--- config.mk ---
export PLATFORM = sky130hd
export DESIGN_NAME = integer_to_ascii_digits_unit
export DESIGN_NICKNAME = d
export VERILOG_FILES = /design/src/rtl/i2a_pkg.sv /design/src/rtl/i2a_ctrl.sv /design/src/rtl/i2a_dp.sv /design/src/rtl/integer_to_ascii_digits_unit.sv
export VERILOG_INCLUDE_DIRS = /design/src /design/src/rtl
export SDC_FILE = /design/constraint.sdc
export NUM_CORES = 1
export LEC_CHECK = 0
export ABC_AREA = 1
export ABC_CLOCK_PERIOD_IN_PS = 5100
export BUFFER_PORTS_ARGS = -buffer_cell sky130_fd_sc_hd__buf_2
export CAP_MARGIN = 20
export CELL_PAD_IN_SITES_DETAIL_PLACEMENT = 0
export CELL_PAD_IN_SITES_GLOBAL_PLACEMENT = 1
export CORE_UTILIZATION = 45
export CTS_CLUSTER_DIAMETER = 80
export DETAILED_ROUTE_END_ITERATION = 12
export HOLD_SLACK_MARGIN = 0.02
export PLACE_DENSITY = 0.82
export SYNTH_ARGS = -nofsm -noshare
export SYNTH_HDL_FRONTEND = slang
export SYNTH_HIERARCHICAL = 1
export SYNTH_SLANG_ARGS = --single-unit
--- constraint.sdc ---
create_clock -name clk_i -period 5.1 [get_ports clk_i]
set_input_delay 0.255 -clock clk_i [delete_from_list [all_inputs] [get_ports clk_i]]
set_output_delay 0.255 -clock clk_i [all_outputs]
set_load 0.02 [all_outputs]
--- src/rtl/integer_to_ascii_digits_unit_macros.svh ---
`ifndef INTEGER_TO_ASCII_DIGITS_UNIT_MACROS_SVH
`define INTEGER_TO_ASCII_DIGITS_UNIT_MACROS_SVH

// same-cycle implication, checked on clk_i, off during reset
`define I2A_ASSERT_SAME(label, ante, cons, msg) \
  label: assert property (@(posedge clk_i) disable iff (!rst_ni) (ante) |-> (cons)) \
    else $error(msg);

// next-cycle implication, checked on clk_i, off during reset
`define I2A_ASSERT_NEXT(label, ante, cons, msg) \
  label: assert property (@(posedge clk_i) disable iff (!rst_ni) (ante) |=> (cons)) \
    else $error(msg);

`endif

--- src/rtl/i2a_pkg.sv ---
`timescale 1ns / 1ps

package i2a_pkg;

  // mode codes
  localparam logic [1:0] FUNC_SDEC = 2'd0;
  localparam logic [1:0] FUNC_UDEC = 2'd1;
  localparam logic [1:0] FUNC_HEX  = 2'd2;

  // character codes
  localparam logic [7:0] CH_ZERO  = 8'h30;
  localparam logic [7:0] CH_ALPHA = 8'h61;
  localparam logic [7:0] CH_MINUS = 8'h2D;
  localparam logic [7:0] DEC_BASE = 8'd10;

  typedef enum logic [2:0] {
    ST_IDLE,
    ST_CONV,
    ST_SCAN,
    ST_SIGN,
    ST_EMIT
  } state_e;

  // controller to datapath
  typedef struct packed {
    logic load;
    logic step;
    logic scan;
    logic dec;
    logic sign_sel;
  } cmd_t;

  // datapath to controller
  typedef struct packed {
    logic neg;
    logic idx_zero;
  } sts_t;

endpackage

--- src/rtl/i2a_ctrl.sv ---
`timescale 1ns / 1ps

module i2a_ctrl #(
  parameter int DATA_WIDTH = 32
) (
  input  logic         clk_i,
  input  logic         rst_ni,
  input  logic         in_valid_i,
  input  logic [1:0]   func_i,
  input  logic         out_ready_i,
  input  i2a_pkg::sts_t sts_i,
  output i2a_pkg::cmd_t cmd_o,
  output logic         in_ready_o,
  output logic         out_valid_o,
  output logic         last_o
);
  import i2a_pkg::*;

  localparam int NITER = (DATA_WIDTH + 3) / 4;
  localparam int ITW   = (NITER > 1) ? $clog2(NITER) : 1;

  state_e         state_q, state_d;
  logic [ITW-1:0] iter_q, iter_d;
  logic           is_hex;

  assign is_hex = (func_i != FUNC_SDEC) && (func_i != FUNC_UDEC);

  always_ff @(posedge clk_i or negedge rst_ni) begin
    if (!rst_ni) begin
      state_q <= ST_IDLE;
      iter_q  <= '0;
    end else begin
      state_q <= state_d;
      iter_q  <= iter_d;
    end
  end

  always_comb begin
    state_d     = state_q;
    iter_d      = iter_q;
    cmd_o       = '0;
    in_ready_o  = 1'b0;
    out_valid_o = 1'b0;
    last_o      = 1'b0;
    unique case (state_q)
      ST_IDLE: begin
        in_ready_o = 1'b1;
        if (in_valid_i) begin
          cmd_o.load = 1'b1;
          iter_d     = '0;
          state_d    = is_hex ? ST_SCAN : ST_CONV;
        end
      end
      ST_CONV: begin
        cmd_o.step = 1'b1;
        iter_d     = iter_q + 1'b1;
        if (iter_q == ITW'(NITER - 1)) begin
          state_d = ST_SCAN;
        end
      end
      ST_SCAN: begin
        cmd_o.scan = 1'b1;
        state_d    = sts_i.neg ? ST_SIGN : ST_EMIT;
      end
      ST_SIGN: begin
        out_valid_o    = 1'b1;
        cmd_o.sign_sel = 1'b1;
        if (out_ready_i) begin
          state_d = ST_EMIT;
        end
      end
      ST_EMIT: begin
        out_valid_o = 1'b1;
        last_o      = sts_i.idx_zero;
        if (out_ready_i) begin
          if (sts_i.idx_zero) begin
            state_d = ST_IDLE;
          end else begin
            cmd_o.dec = 1'b1;
          end
        end
      end
      default: state_d = ST_IDLE;
    endcase
  end

endmodule

--- src/rtl/i2a_dp.sv ---
`timescale 1ns / 1ps

module i2a_dp #(
  parameter int DATA_WIDTH = 32
) (
  input  logic                  clk_i,
  input  logic                  rst_ni,
  input  logic [DATA_WIDTH-1:0] value_i,
  input  logic [1:0]            func_i,
  input  i2a_pkg::cmd_t         cmd_i,
  output i2a_pkg::sts_t         sts_o,
  output logic [7:0]            ascii_char_o
);
  import i2a_pkg::*;

  localparam int NITER = (DATA_WIDTH + 3) / 4;
  localparam int NBITS = NITER * 4;
  localparam int NDEC  = (DATA_WIDTH * 3) / 10 + 1;
  localparam int NDIG  = (NDEC > NITER) ? NDEC : NITER;
  localparam int DIGW  = NDIG * 4;
  localparam int IDXW  = (NDIG > 1) ? $clog2(NDIG) : 1;

  logic [NBITS-1:0]      bin_q, bin_d;
  logic [DIGW-1:0]       bcd_q, bcd_d;
  logic                  neg_q, neg_d;
  logic [IDXW-1:0]       idx_q, idx_d;
  logic [NBITS-1:0]      bin_v;
  logic [DIGW-1:0]       bcd_v;
  logic [IDXW-1:0]       top_idx;
  logic                  negate;
  logic [DATA_WIDTH-1:0] mag;
  logic [3:0]            dig;
  logic [7:0]            dig_char;

  assign negate = (func_i == FUNC_SDEC) && value_i[DATA_WIDTH-1];
  assign mag    = negate ? (~value_i + 1'b1) : value_i;

  // four shift-add-3 steps per cycle
  always_comb begin
    bcd_v = bcd_q;
    bin_v = bin_q;
    for (int s = 0; s < 4; s++) begin
      for (int j = 0; j < NDIG; j++) begin
        if (bcd_v[j*4 +: 4] >= 4'd5) begin
          bcd_v[j*4 +: 4] = bcd_v[j*4 +: 4] + 4'd3;
        end
      end
      {bcd_v, bin_v} = {bcd_v[DIGW-2:0], bin_v, 1'b0};
    end
  end

  // highest nonzero digit, zero if none
  always_comb begin
    top_idx = '0;
    for (int j = 0; j < NDIG; j++) begin
      if (bcd_q[j*4 +: 4] != 4'd0) begin
        top_idx = IDXW'(j);
      end
    end
  end

  always_comb begin
    bin_d = bin_q;
    bcd_d = bcd_q;
    neg_d = neg_q;
    idx_d = idx_q;
    if (cmd_i.load) begin
      bin_d = NBITS'(mag);
      bcd_d = (func_i == FUNC_SDEC || func_i == FUNC_UDEC) ? '0 : DIGW'(mag);
      neg_d = negate;
    end
    if (cmd_i.step) begin
      bin_d = bin_v;
      bcd_d = bcd_v;
    end
    if (cmd_i.scan) begin
      idx_d = top_idx;
    end
    if (cmd_i.dec) begin
      idx_d = idx_q - 1'b1;
    end
  end

  always_ff @(posedge clk_i or negedge rst_ni) begin
    if (!rst_ni) begin
      neg_q <= 1'b0;
      idx_q <= '0;
    end else begin
      neg_q <= neg_d;
      idx_q <= idx_d;
    end
  end

  always_ff @(posedge clk_i) begin
    bin_q <= bin_d;
    bcd_q <= bcd_d;
  end

  assign dig      = bcd_q[{idx_q, 2'b00} +: 4];
  assign dig_char = ({4'b0, dig} < DEC_BASE) ? (CH_ZERO + {4'b0, dig})
                                             : (CH_ALPHA + {4'b0, dig} - DEC_BASE);

  assign ascii_char_o   = cmd_i.sign_sel ? CH_MINUS : dig_char;
  assign sts_o.neg      = neg_q;
  assign sts_o.idx_zero = (idx_q == '0);

endmodule

--- src/rtl/integer_to_ascii_digits_unit.sv ---
// path from accept to first word: hex through the scan state, decimal through the conversion states and the scan state
// one operand at a time: the next is taken only after the last word of the current one
// the decimal path runs the binary-to-bcd loop, four bits per cycle
// one word per cycle once emission starts, output held while out_ready_i is low
// reset: asynchronous active-low rst_ni, returns the controller to idle, nothing pending
`timescale 1ns / 1ps
`include "integer_to_ascii_digits_unit_macros.svh"

module integer_to_ascii_digits_unit #(
  parameter int DATA_WIDTH = 32
) (
  input  logic                  clk_i,
  input  logic                  rst_ni,
  // input word: operand and mode
  input  logic                  in_valid_i,
  output logic                  in_ready_o,
  input  logic [DATA_WIDTH-1:0] value_i,
  input  logic [1:0]            func_i,
  // output word: one character each
  output logic                  out_valid_o,
  input  logic                  out_ready_i,
  output logic [7:0]            ascii_char_o,
  output logic                  last_o
);
  import i2a_pkg::*;

  cmd_t cmd;
  sts_t sts;

  // controller: accept, bcd loop count, leading-digit scan, sign and digit emission
  i2a_ctrl #(
    .DATA_WIDTH (DATA_WIDTH)
  ) u_ctrl (
    .clk_i       (clk_i),
    .rst_ni      (rst_ni),
    .in_valid_i  (in_valid_i),
    .func_i      (func_i),
    .out_ready_i (out_ready_i),
    .sts_i       (sts),
    .cmd_o       (cmd),
    .in_ready_o  (in_ready_o),
    .out_valid_o (out_valid_o),
    .last_o      (last_o)
  );

  // datapath: magnitude, shift-add-3 digit register, digit index and char mapping
  i2a_dp #(
    .DATA_WIDTH (DATA_WIDTH)
  ) u_dp (
    .clk_i        (clk_i),
    .rst_ni       (rst_ni),
    .value_i      (value_i),
    .func_i       (func_i),
    .cmd_i        (cmd),
    .sts_o        (sts),
    .ascii_char_o (ascii_char_o)
  );

  // a new operand is never taken while characters are still going out
  `I2A_ASSERT_SAME(a_no_overlap, out_valid_o, !in_ready_o, "input taken during emission")

  // the word after an accepted operand is never ready at once
  `I2A_ASSERT_NEXT(a_no_early_word, in_valid_i && in_ready_o, !out_valid_o, "word too early")

  // after the final word the block goes back to idle
  `I2A_ASSERT_NEXT(a_idle_after_last, out_valid_o && out_ready_i && last_o,
                   !out_valid_o && in_ready_o, "no return to idle after last word")

  // a minus sign is never the final character
  `I2A_ASSERT_SAME(a_sign_not_last, out_valid_o && ascii_char_o == CH_MINUS, !last_o,
                   "minus sign marked last")

endmodule

## After elaboration in Yosys (flattened, before gate mapping)

Index checks and enable logic that the tools add are counted.

- Register bits after elaboration: 83
- Latch bits: 0
- Memory bits (writable): 0
- Bits in read-only memories: 0
- Input port bits: 38
- Memories kept: 0

- $add $sub $neg: 46
- Multiply operators: 0
- Divide/modulo/power cells: 0
- Magnitude comparators: 41
- Equality and inequality tests: 12
- Shift operators: 1
- Multiplexer cells: 80
- Bitwise gates (word level): 1
- Reduce and logical (&&, ||, !) cells: 22

Operators by type and width:

| cell | number |
|---|---|
| $ge A4 B3 Y1 const B | 40 |
| $mux W4 | 40 |
| $add A4 B2 Y4 const B | 36 |
| $mux W32 | 4 |
| $mux W40 | 2 |
| $mux W3 | 15 |
| $shiftx A40 B7 Y4 | 1 |
| $reduce_bool A4 Y1 | 9 |
| $add A32 B1 Y32 const B | 1 |
| $not A32 Y32 | 1 |
| $mux W8 | 2 |
| $pmux W3 S5 | 1 |
| $add A3 B2 Y3 const B | 4 |
| $mux W1 | 12 |
| $add A7 B4 Y8 const A | 1 |
| $reduce_bool A2 Y1 | 4 |
| $sub A8 B4 Y8 const B | 1 |
| $add A6 B4 Y7 const A | 1 |
| $eq A3 B2 Y1 const B | 2 |
| $eq A3 B3 Y1 const B | 2 |
| $mux W2 | 3 |
| $ne A2 B1 Y1 const B | 3 |
| $ne A2 B2 Y1 const B | 3 |
| $pmux W3 S2 | 1 |
| 13 further kinds | 14 |

## Longest topological paths before layout

- Depth in word-level cells: 12
- Gate-level depth with buffers: 27

## Hierarchy

Netlist, hierarchy kept.

Modules (own cells, without submodules):

| module | instances | cells an instance | area an instance (um^2) | sequential area each (um^2) |
|---|---|---|---|---|
| i2a_dp | 1 | 1,277 | 8,439.3 | 2,247.2 |
| i2a_ctrl | 1 | 64 | 434.2 | 150.1 |

## Least setup slack after synthesis

Ideal clock, no wire load.

- Path type: reg2reg
- Start: register u_dp.bcd_q[32]
- End: register u_dp.bcd_q[37] (data pin)
- Arrival time: 3.384 ns
- Data required time: 4.845 ns
- Slack: 1.461 ns
- Cell stages (with the launch flop): 26
- Buffers on the path: 0
- Period minus slack after synthesis: 3.639 ns
- Cells stage by stage: edfxtp_1 -> inv_1 -> ha_1 -> inv_1 -> o21ai_2 -> nand2_1 -> xor2_1 -> ha_1 -> inv_1 -> nand2_1 -> nand3_2 -> nand2_2 -> nand4_1 -> xnor2_1 -> inv_1 -> ha_1 -> o21ai_1 -> nand2_1 -> xor2_1 -> ha_1 -> inv_1 -> or2_2 -> nand2_1 -> nand3_1 -> nand2_1 -> nor2_1

- Word-level cells in the longest chain between the ends: 9

RTL lines:

| item | RTL line | text |
|---|---|---|
| start, declared | i2a_dp.sv:24 | `logic [DIGW-1:0] bcd_q, bcd_d;` |
| start signal, assigned | i2a_dp.sv:96 | `bcd_q <= bcd_d;` |
| $add A4 B2 Y4 / $ge A4 B3 Y1 (equally long branches) | i2a_dp.sv:45, i2a_dp.sv:44 |  |
| $mux W4 (*) | i2a_dp.sv:44 | `if (bcd_v[j*4 +: 4] >= 4'd5) begin` |
| $add A4 B2 Y4, or another cell as far along | i2a_dp.sv:45 | `bcd_v[j*4 +: 4] = bcd_v[j*4 +: 4] + 4'd3;` |
| $mux W4 / $mux W3 (equally long branches) | i2a_dp.sv:44 |  |
| $add A4 B2 Y4, or another cell as far along | i2a_dp.sv:45 |  |
| $mux W4 / $mux W3 (equally long branches) | i2a_dp.sv:44 |  |
| $ge A4 B3 Y1 / $add A3 B2 Y3 (equally long branches) | i2a_dp.sv:44, i2a_dp.sv:45 |  |
| $mux W3 (*) | i2a_dp.sv:44 |  |
| $mux W40 (*) | i2a_dp.sv:72 | `if (cmd_i.step) begin` |

Mark *: on every way between the ends. The rest lies on a longest branch, timed or not.
A chain may end at the register's enable or synchronous reset.

## Worst setup path after layout

- Start: register u_dp.bcd_q[33]
- End: register u_dp.bcd_q[37] (data pin)

Same word-level chain as after synthesis.

==> flow_summary.yaml <==
outcome:
  status: "completed"
critical_path:
  max_stage_delay_ps: 410
  slowest_stage: "edfxtp_1"
  worst-path-max-fanout: 4
  cp_top_family: "simple AND/OR/NAND/NOR gates"
  critPathRequiredTime_ps: 5210
  worstPathArrival_ps: 4220
  start_kind: "register"
  worst_setup_path_end_kind: "register"
  path_class: "register to register"
  path_buf_inv: 5
logic_synthesis:
  async_reset_ff_share_pct: 13.25
  syn-mean-instance-area_um2: 6.617
  ys_ff_latch: 83
  ys_warn_count: 6
  synth-main-ff-cell: "edfxtp_1"
  synth.distinct_cells: 51
  yosysTopAreaCell: "edfxtp_1"
  synth_area_leaders: "edfxtp_1, nand2_1, inv_1, nand3_1, ha_1"
  synthCells: 1341
  synth_area_um2: 8874
  synth_edf_count: 68
  synth_top_area_share_pct: 23.01
  ys_seq_area_share_pct: 27.02
  syn_nets: 1428
detailed_routing:
  drtIter0Drc: 569
  first_pass_iters: 5
  vias: 8555
  postRouteAntennaNets: 0
  drt-wirelength-per-cell_um: 13.29
  viasPerCell: 5.194
  routed_wl_mm: 21.89
  drc: 0
timing:
  period_share_pct: 80.66
  period_needed_ps: 4114
  fmax_ghz: 0.2431
  setup_tns_ps: 0
  hold_viol: 0
  maxSlewViolCount: 0
  setup_viol: 0
  tightest_slew_ps: 867.1
  hold_slack_ps: 211.4
  relSlewSlack_pct: 41.99
  rsz0062_at_grt: "false"
  finClkSkew_ps: 14.59
global_routing:
  grt_pass1_vias: 7636
  grt_use_met1_pct: 33.22
  met3_usage_pct: 2.490
  grtUsageMet2_pct: 35.86
  grt_pass1_wl_mm: 36.76
  grt_antenna_before_repair: 0
  grt-ovfl-total: 0
  gr-max-usage-layer: "met2"
  grt_util_all_layers_pct: 22.67
  grt_max_degree: 68
final_layout:
  fillCellCount: 1971
  antennaDiodeCount: 0
  drive_above_1_share_pct: 13.77
  synthToLayoutAreaGrowth_pct: 9.278
  layout_common_cells: "nand2_1, inv_1, nand3_1"
  final_nets: 1469
  final_common_cell: "nand2_1"
place:
  numPortBuffers: 46
  gp_congestion: 0.8120
  hpwl_mm: 17.45
floorplanning:
  rows: 50
  die_area_um2: 20280
  io_pins: 49
  die_w_um: 142.4
  die_h_um: 142.4
  core_um2: 19020
  start_util_pct: 46.66
clocking:
  clock_latency_ps: 360
  clkSinkCount: 83
  cts_tree: "done"
  clockBufferDepth: 2
  cts-htree-levels: 3
  clk_pin_slew_ps: 70
  cts_buffers: 9
  cts-root-buf: "clkbuf_16"
flow_run:
  max_cap_viol_count: 0
hold_path:
  hold_path_class: "input port to register"
## layout make-up
class,instances,area [um2],area share [%]
flip-flops and latches,83,2397,24.72
inverters,204,765.7,7.897
clock inverters,7,76.32,0.7871
repair buffers,52,290.3,2.994
multi-input cells,1032,5617,57.92
clock buffers,9,225.2,2.323
well taps,260,325.3,3.355
## cells by family after synthesis
| family | count (synthesis) | share of synthesized area [%] |
|---|---|---|
| AOI/OAI and AO/OA | 176 | 11.58 |
| xor gates and xnor gates | 38 | 3.835 |
| adders and majority gates | 49 | 6.909 |
| buffers and inverters | 226 | 9.715 |
| DFF | 83 | 27.02 |
| other | 2 | 0.08463 |
| and+or+nand+nor | 767 | 40.86 |
## cell usage after synthesis, types with 3 or more instances
cell type	instances
xnor2_1	8
o221ai_1	4
o21ai_1	14
xor2_1	29
inv_2	16
o211ai_1	4
edfxtp_1	68
nor4_1	7
o21ai_2	5
nand2_2	54
a21oi_1	29
o31ai_1	4
clkbuf_1	14
buf_1	3
nand2_4	10
o22ai_1	11
or2_2	8
nand4_1	43
ha_1	49
a22o_1	12
buf_4	3
nand3_2	19
and2_1	4
a31oi_1	3
dfrtp_1	11
dfxtp_1	4
nor3_1	11
nand2_1	395
o21ai_0	80
nand3b_1	4
nand3_1	130
nor2_2	3
inv_1	188
nor2_1	69
## metal layers
metal,wire length [um],vias to the layer above
met3,971,14
li1,-,4525
met2,9279,182
met4,225,0
met1,11410,3834
met5,0,-
## worst reg2reg max path: stages (launching register included)
cell and delay (ps):
edfxtp_1 410, inv_1 120, ha_1 180, inv_1 60, o21ai_2 160, nand2_1 100
xor2_1 310, ha_1 220, inv_1 40, nand2_1 60, nand3_2 90, nand2_2 90
nand4_1 110, xnor2_1 330, inv_1 90, ha_1 200, o21ai_1 130, nand2_1 90
xor2_1 260, ha_1 190, inv_1 50, or2_2 260, nand2_1 130, nand3_1 80
nand2_1 70, nor2_1 40
## registers in the layout, indices dropped and copies added, names as in the netlist
name and count:
u_ctrl/iter_q 3, u_ctrl/state_q 3, u_dp/bcd_q 40, u_dp/bin_q 32
u_dp/idx_q 4, u_dp/neg_q 1
## what timing repair did
item,4_1_cts,5_1_grt
buffers inserted,0,0
resized for setup,0,0
hold buffers,1,0
endpoints found under the hold margin,11,0
## metrics by stage
| step | utilization, % | cell area (um2) | instances | setup slack [ps] |
|---|---|---|---|---|
| after floorplan | - | 8874 | 1341 | 1461 |
| after global placement | 49.35 | 9385 | 1630 | 1126 |
| after detailed placement | 49.35 | 9385 | 1630 | 1003 |
| after CTS | 50.99 | 9697 | 1647 | 989.2 |
| after global routing | 50.99 | 9697 | 1647 | 510.7 |
| final | 50.99 | 9697 | 1647 | 986.4 |
## path summary, 6_finish.rpt
path | endpoint | cells after the start | startpoint | slack (ps)
worst max-delay path | u_dp/bcd_q[37] | 25 | u_dp/bcd_q[33] | 990
worst min-delay path | u_ctrl/state_q[1] | 4 | out_ready_i | 210
worst max register to register | u_dp/bcd_q[37] | 25 | u_dp/bcd_q[33] | 990
worst min register to register | u_dp/bin_q[1] | 2 | u_dp/bin_q[1] | 480
max in group asynchronous | u_ctrl/state_q[0] | 2 | rst_ni | 4590
min in group asynchronous | u_ctrl/state_q[1] | 2 | rst_ni | 300
Power is left out: the tool's default activity adds up to more than one toggle a clock period on the data nets, which glitch-free logic cannot reach.
